File: src/rtl/core/sorted_step_table_lookup_unit_macros.svh
// Assertion helpers used by the sorted step table lookup unit.
`ifndef SORTED_STEP_TABLE_LOOKUP_UNIT_MACROS_SVH
`define SORTED_STEP_TABLE_LOOKUP_UNIT_MACROS_SVH

// Property that must hold at every clock edge outside reset.
`define SSTL_ASSERT_ALWAYS(label, clk, rst_n, expr, msg) \
	label: assert property (@(posedge clk) disable iff (!(rst_n)) (expr)) \
		else $error(msg);

// Consequent must hold in the cycle after the antecedent.
`define SSTL_ASSERT_NEXT(label, clk, rst_n, ante, cons, msg) \
	label: assert property (@(posedge clk) disable iff (!(rst_n)) (ante) |=> (cons)) \
		else $error(msg);

`endif

File: src/rtl/core/sstl_pkg.sv
`default_nettype none
package sstl_pkg;

	localparam int unsigned DW = 32;

	// request opcode
	typedef enum logic {
		OP_INSERT = 1'b0,
		OP_LOOKUP = 1'b1
	} op_t;

	// response status
	typedef enum logic [1:0] {
		ST_OK    = 2'd0,
		ST_BELOW = 2'd1,
		ST_FULL  = 2'd2
	} status_t;

	// control sequencer states
	typedef enum logic [1:0] {
		FSM_IDLE = 2'd0,
		FSM_SCAN = 2'd1,
		FSM_DONE = 2'd2
	} fsm_t;

	typedef struct packed {
		op_t                  op;
		logic signed [DW-1:0] key;
		logic signed [DW-1:0] value;
	} req_t;

	typedef struct packed {
		logic signed [DW-1:0] bin_value;
		logic signed [DW-1:0] bin_base;
		status_t              status;
	} rsp_t;

	// one table entry as held by a cell
	typedef struct packed {
		logic signed [DW-1:0] base;
		logic signed [DW-1:0] value;
	} entry_t;

	// broadcast control from the sequencer to every cell
	typedef struct packed {
		logic   ins;
		logic   rot;
		entry_t new_entry;
	} cell_ctl_t;

endpackage
`default_nettype wire

File: src/rtl/core/sstl_cell.sv
`default_nettype none
// One slot of the sorted table. Inserts shift the upper part of the row
// up by one; rotation moves every entry one place towards cell 0.
module sstl_cell (
	input  wire logic               clk,
	input  wire sstl_pkg::cell_ctl_t ctl,
	input  wire logic               occupied,
	input  wire logic               prev_above,
	input  wire sstl_pkg::entry_t   left_entry,
	input  wire sstl_pkg::entry_t   right_entry,
	output sstl_pkg::entry_t        entry,
	output logic                    above
);

	sstl_pkg::entry_t entry_q;

	// empty slots count as above any key, so the new pair lands after equal bases
	assign above = !occupied || (entry_q.base > ctl.new_entry.base);
	assign entry = entry_q;

	// slot update: rotate, or take neighbour / new pair on insert
	always_ff @(posedge clk) begin
		if (ctl.rot) begin
			entry_q <= right_entry;
		end else if (ctl.ins && above) begin
			if (prev_above) begin
				entry_q <= left_entry;
			end else begin
				entry_q <= ctl.new_entry;
			end
		end
	end

endmodule
`default_nettype wire

File: config.mk
export PLATFORM = sky130hd
export DESIGN_NAME = sstl_cell
export DESIGN_NICKNAME = d
export VERILOG_FILES = /design/src/rtl/core/sorted_step_table_lookup_unit_macros.svh /design/src/rtl/core/sstl_pkg.sv /design/src/rtl/core/sstl_cell.sv
export SDC_FILE = /design/constraint.sdc
export NUM_CORES = 1
export LEC_CHECK = 0
export ABC_AREA = 1
export BUFFER_PORTS_ARGS = -buffer_cell sky130_fd_sc_hd__clkbuf_2
export CORE_ASPECT_RATIO = 1.4
export CORE_UTILIZATION = 40
export CTS_BUF_LIST = sky130_fd_sc_hd__clkbuf_8 sky130_fd_sc_hd__clkbuf_16
export DETAILED_ROUTE_END_ITERATION = 10
export GPL_TIMING_DRIVEN = 0
export PLACE_DENSITY_LB_ADDON = 0.08
export SYNTH_ARGS = -nofsm -noshare
export SYNTH_HDL_FRONTEND = slang
export SYNTH_SLANG_ARGS = --single-unit
File: constraint.sdc
create_clock -name clk -period 4.18 [get_ports clk]
set_clock_uncertainty 0.2 [all_clocks]
set_input_delay 0.209 -clock clk [delete_from_list [all_inputs] [get_ports clk]]
set_output_delay 0.209 -clock clk [all_outputs]
set_load 0.01 [all_outputs]
# Word-level counts from Yosys, hierarchy flattened
# Cells that the tools add are included.
[totals]
inputBits = 197
word_cells = 10
latchBits = 0
mem_count = 0
output_inout_bits = 65
romBits = 0
ff_bits = 64
ramBits = 0
[op_classes]
mux = 3
add_sub_neg = 0
magnitude_cmp = 1
shifts = 0
n_bitwise = 0
n_div = 0
reduce_logical = 4
mul = 0
n_eq_ne = 0
[op_table]
columns = ["op", "count"]
rows = [
  ["$mux W64", 3],
  ["$gt A32 B32 Y1", 1],
  ["$reduce_bool A2 Y1", 1],
  ["$logic_and A1 B1 Y1", 1],
  ["$logic_not A1 Y1", 1],
  ["$logic_or A1 B1 Y1", 1],
]

# Logic depth before layout (Yosys ltp)
[logic_depth]
word_depth = 5
depth_mapped = 18
depth_no_buf = 18

# Least setup slack after synthesis
# Ideal clock, no wire load.
[synth_path]
path_type = "register -> register"
from = "register entry_q, in the netlist entry[63]"
to = "register entry_q, in the netlist entry[0] (enable)"
period_less_slack_ns = 3.501
setup_slack_ns = 0.679
n_path_buf = 0
path_stages_with_launch = 12
setup_time_ns = 0.424
t_arrival_ns = 2.877
required_ns = 3.556
path_cell_list = "edfxtp_1 > ha_1 > nand2_1 > nor2_2 > nand2_2 > nor2_2 > nand2_1 > nand3_1 > nand3_2 > nand2_2 > nand2_1 > nand2_1"
[synth_between]
elab_chain_cells = 4
[synth_rtl]
columns = ["element", "line", "source"]
rows = [
  ["start: declaration", "sstl_cell.sv:15", "sstl_pkg::entry_t entry_q;"],
  ["start signal: assignment", "sstl_cell.sv:24", "entry_q <= right_entry;"],
  ["start signal: assignment", "sstl_cell.sv:27", "entry_q <= left_entry;"],
  ["start signal: assignment", "sstl_cell.sv:29", "entry_q <= ctl.new_entry;"],
  ["$gt A32 B32 Y1", "sstl_cell.sv:18", "assign above = !occupied || (entry_q.base > ctl.new_entry.base);"],
  ["$logic_or A1 B1 Y1", "sstl_cell.sv:18", ""],
  ["net above", "sstl_cell.sv:12", "output logic above"],
  ["$logic_and A1 B1 Y1", "sstl_cell.sv:25", "end else if (ctl.ins && above) begin"],
  ["$reduce_bool A2 Y1 (no source line)", "-", ""],
]
# The timed path passes the listed nets, and every way through them passes these cells.
# A chain may end at the register's enable or synchronous reset.

# Final worst setup path
[layout_path]
from = "register entry_q, in the netlist entry[63]"
to = "register entry_q, in the netlist entry[5] (enable)"
[layout_between]
elab_chain_cells = 4
[layout_rtl]
columns = ["element", "line"]
rows = [
  ["$gt A32 B32 Y1", "sstl_cell.sv:18"],
  ["$logic_or A1 B1 Y1", "sstl_cell.sv:18"],
  ["$logic_and A1 B1 Y1", "sstl_cell.sv:25"],
  ["$reduce_bool A2 Y1 (no source line)", "-"],
]
# Every way passes these cells.

==> impl_metrics.json <==
{
  "outcome": "finished clean",
  "yosysMostFrequentCell": "nand2_1",
  "antenna_found_initial": 0,
  "coreArea_sq_um": 9950,
  "yosys_register_bits": 64,
  "detail-route-antenna-nets": 0,
  "ios": 262,
  "synth_flop_cell": "edfxtp_1",
  "htree_levels": 3,
  "die_y_um": 122,
  "cts_setup_buffers": 0,
  "syn_nets": 695,
  "setup_violations": 0,
  "netSwitchingFraction_pct": 27.1,
  "postPlaceCellArea_sq_um": 5590,
  "io_buffers": 260,
  "synthTopCellsByCount": "nand2_1 (101), a21oi_1 (83), edfxtp_1 (64)",
  "placed_cells": 861,
  "p_int_mw": 1.55,
  "p_comb_share_pct": 24.0,
  "power.total_mw": 2.13,
  "path_clk_slew_ns": 0.05,
  "synth-edff-count": 64,
  "p_seq_share_pct": 38.8,
  "max_freq_mhz": 339,
  "crit_arrival_ns": 2.70,
  "cts_buffers": 9,
  "fin_crit_ns": 2.95,
  "grt_pass1_vias": 4533,
  "grt-ovfl-total": 0,
  "synth_area_sq_um": 4110,
  "rows": 43,
  "wire_per_inst_um": 14.4,
  "fin_area_sq_um": 6320,
  "synth_warnings": 0,
  "endpoint_kind": "flop",
  "num_antenna_cells": 0,
  "place_congestion": 0.815,
  "tns_ns": 0,
  "tritoncts": "built",
  "r2r_slack_ns": 1.23,
  "rsz0062_at_grt": "no",
  "synthTopCellsByArea": "edfxtp_1 (47%), a21oi_1 (10%), ha_1 (9.7%)",
  "hpwl_um": 10200,
  "drc": 0,
  "first_pass_iters": 4,
  "initial_utilization_pct": 41.3,
  "p_leak_nw": 3.15,
  "largest_reg_flops": 64,
  "track_usage_pct": 25.4,
  "grt_pass1_wl_um": 20600,
  "clock_latency_ns": 0.33,
  "yosysSeqAreaShare_pct": 46.8,
  "syn_area_per_cell_sq_um": 8.81,
  "worstSetupStartpointType": "flop",
  "hold_viol_final": 0,
  "die_w_um": 87.6,
  "cts.sinks": 64,
  "tightest_slew_ns": 0.887,
  "slew_viol_final": 0,
  "cts_resized": 0,
  "timing.final.crit_share_pct": 70.5,
  "netlist_instances": 466,
  "power.share.clock_pct": 37.2,
  "slew_headroom_pct": 40.9,
  "root_buffer": "clkbuf_16",
  "synth-async-reset-ratio_pct": 0,
  "worst_ir_drop_vdd_v": 0.000196,
  "cts_hold_buf": 42,
  "p_per_area_nw_per_um2": 337,
  "drt_iter0_markers": 105,
  "drive_gt1_share_pct": 38.0,
  "crit_fanout": 64,
  "p_switching_mw": 0.577,
  "synth_cell_types": 22,
  "hold_path_class": "input pin to flop",
  "area_growth_syn_to_layout_pct": 53.8,
  "yosysTopAreaCell": "edfxtp_1",
  "nets": 1008,
  "cts_buffer_depth": 2,
  "criticalPathCategory": "flop to flop",
  "grt_max_degree": 65,
  "synth_top_area_share_pct": 46.8,
  "critical_path_required_ns": 3.93,
  "drv_cap": 0,
  "die_area_sq_um": 10700,
  "via_per_inst": 4.90,
  "drt-total-wl_um": 13300,
  "num_vias": 4504,
  "fin_cells": 919
}
-- power groups by stage --
stage | clock network (mW) | registers [mW] | logic (mW)
after detailed placement | 0 | 0.839 | 0.481
after global routing | 0.835 | 0.834 | 0.570
after floorplan | 0 | 0.872 | 0.220
after global placement | 0 | 0.839 | 0.473
final | 0.791 | 0.826 | 0.510
after CTS | 0.803 | 0.827 | 0.516
-- per-layer routing --
layer | wire (um) | share of wire [%] | global-route usage [%] | vias up
met3 | 908 | 6.8 | 6.91 | 22
li1 | - | - | - | 2250
met4 | 290 | 2.2 | 10.1 | 0
met5 | 0 | 0 | 0 | -
met2 | 7100 | 53 | 48.2 | 190
met1 | 4980 | 37 | 25.7 | 2042
-- worst max-delay path: stages (launching register included) --
cell	delay, ns
edfxtp_1	0.39
ha_1	0.36
nand2_1	0.10
nor2_2	0.15
nand2_2	0.07
nor2_2	0.14
nand2_1	0.09
nand3_1	0.09
nand3_2	0.10
nand2_2	0.07
nand2_1	0.11
nand2_4	0.66
-- path summary, 6_finish.rpt --
check                       from             endpoint  cells past startpoint
min              right_entry[15]  entry[15]$_DFFE_PP_                      3
min reg2reg  entry[63]$_DFFE_PP_  entry[45]$_DFFE_PP_                      6
max          entry[63]$_DFFE_PP_   entry[5]$_DFFE_PP_                     11
max reg2reg  entry[63]$_DFFE_PP_   entry[5]$_DFFE_PP_                     11
-- stage by stage --
step | hold WS, ns | setup WS (ns) | util, %
finish | 0.00649 | 1.23 | 63.5
detailed placement | 0.287 | 1.22 | 56.1
global route | 0.0119 | 0.981 | 63.5
CTS | 0.00126 | 1.21 | 63.5
global placement | 0.281 | -0.158 | 56.0
floorplan | 0.195 | 0.679 | -
-- cell usage in the layout (no fill, tap or decap), drive strengths merged, types with 16 or more instances in the layout --
master         n
ha            32
a21oi         84
dlygate4sd3   42
nor2          44
clkbuf       280
buf           16
inv           41
nand2        103
o211ai        29
edfxtp        64
o21a          31
-- cell families (layout without fill, tap and decap cells) --
group	count (synthesis)	after routing	share of synthesized area [%]
flops	64	64	46.8
simple gates	154	154	15.0
buf+inv	69	387	6.73
compound gates	147	147	21.7
fa+ha+maj	32	32	9.75
-- final cells by class --
| class | count | area, sq um |
|---|---|---|
| Sequential cell | 64 | 1920 |
| Multi-Input combinational cell | 333 | 1920 |
| Clock inverter | 7 | 86.3 |
| Tap cell | 135 | 169 |
| Clock buffer | 9 | 225 |
| Timing Repair Buffer | 302 | 1720 |
| Fill cell | 925 | 3640 |
| Inverter | 42 | 158 |
| Buffer | 27 | 119 |
Power figures use the tool's default switching activity.
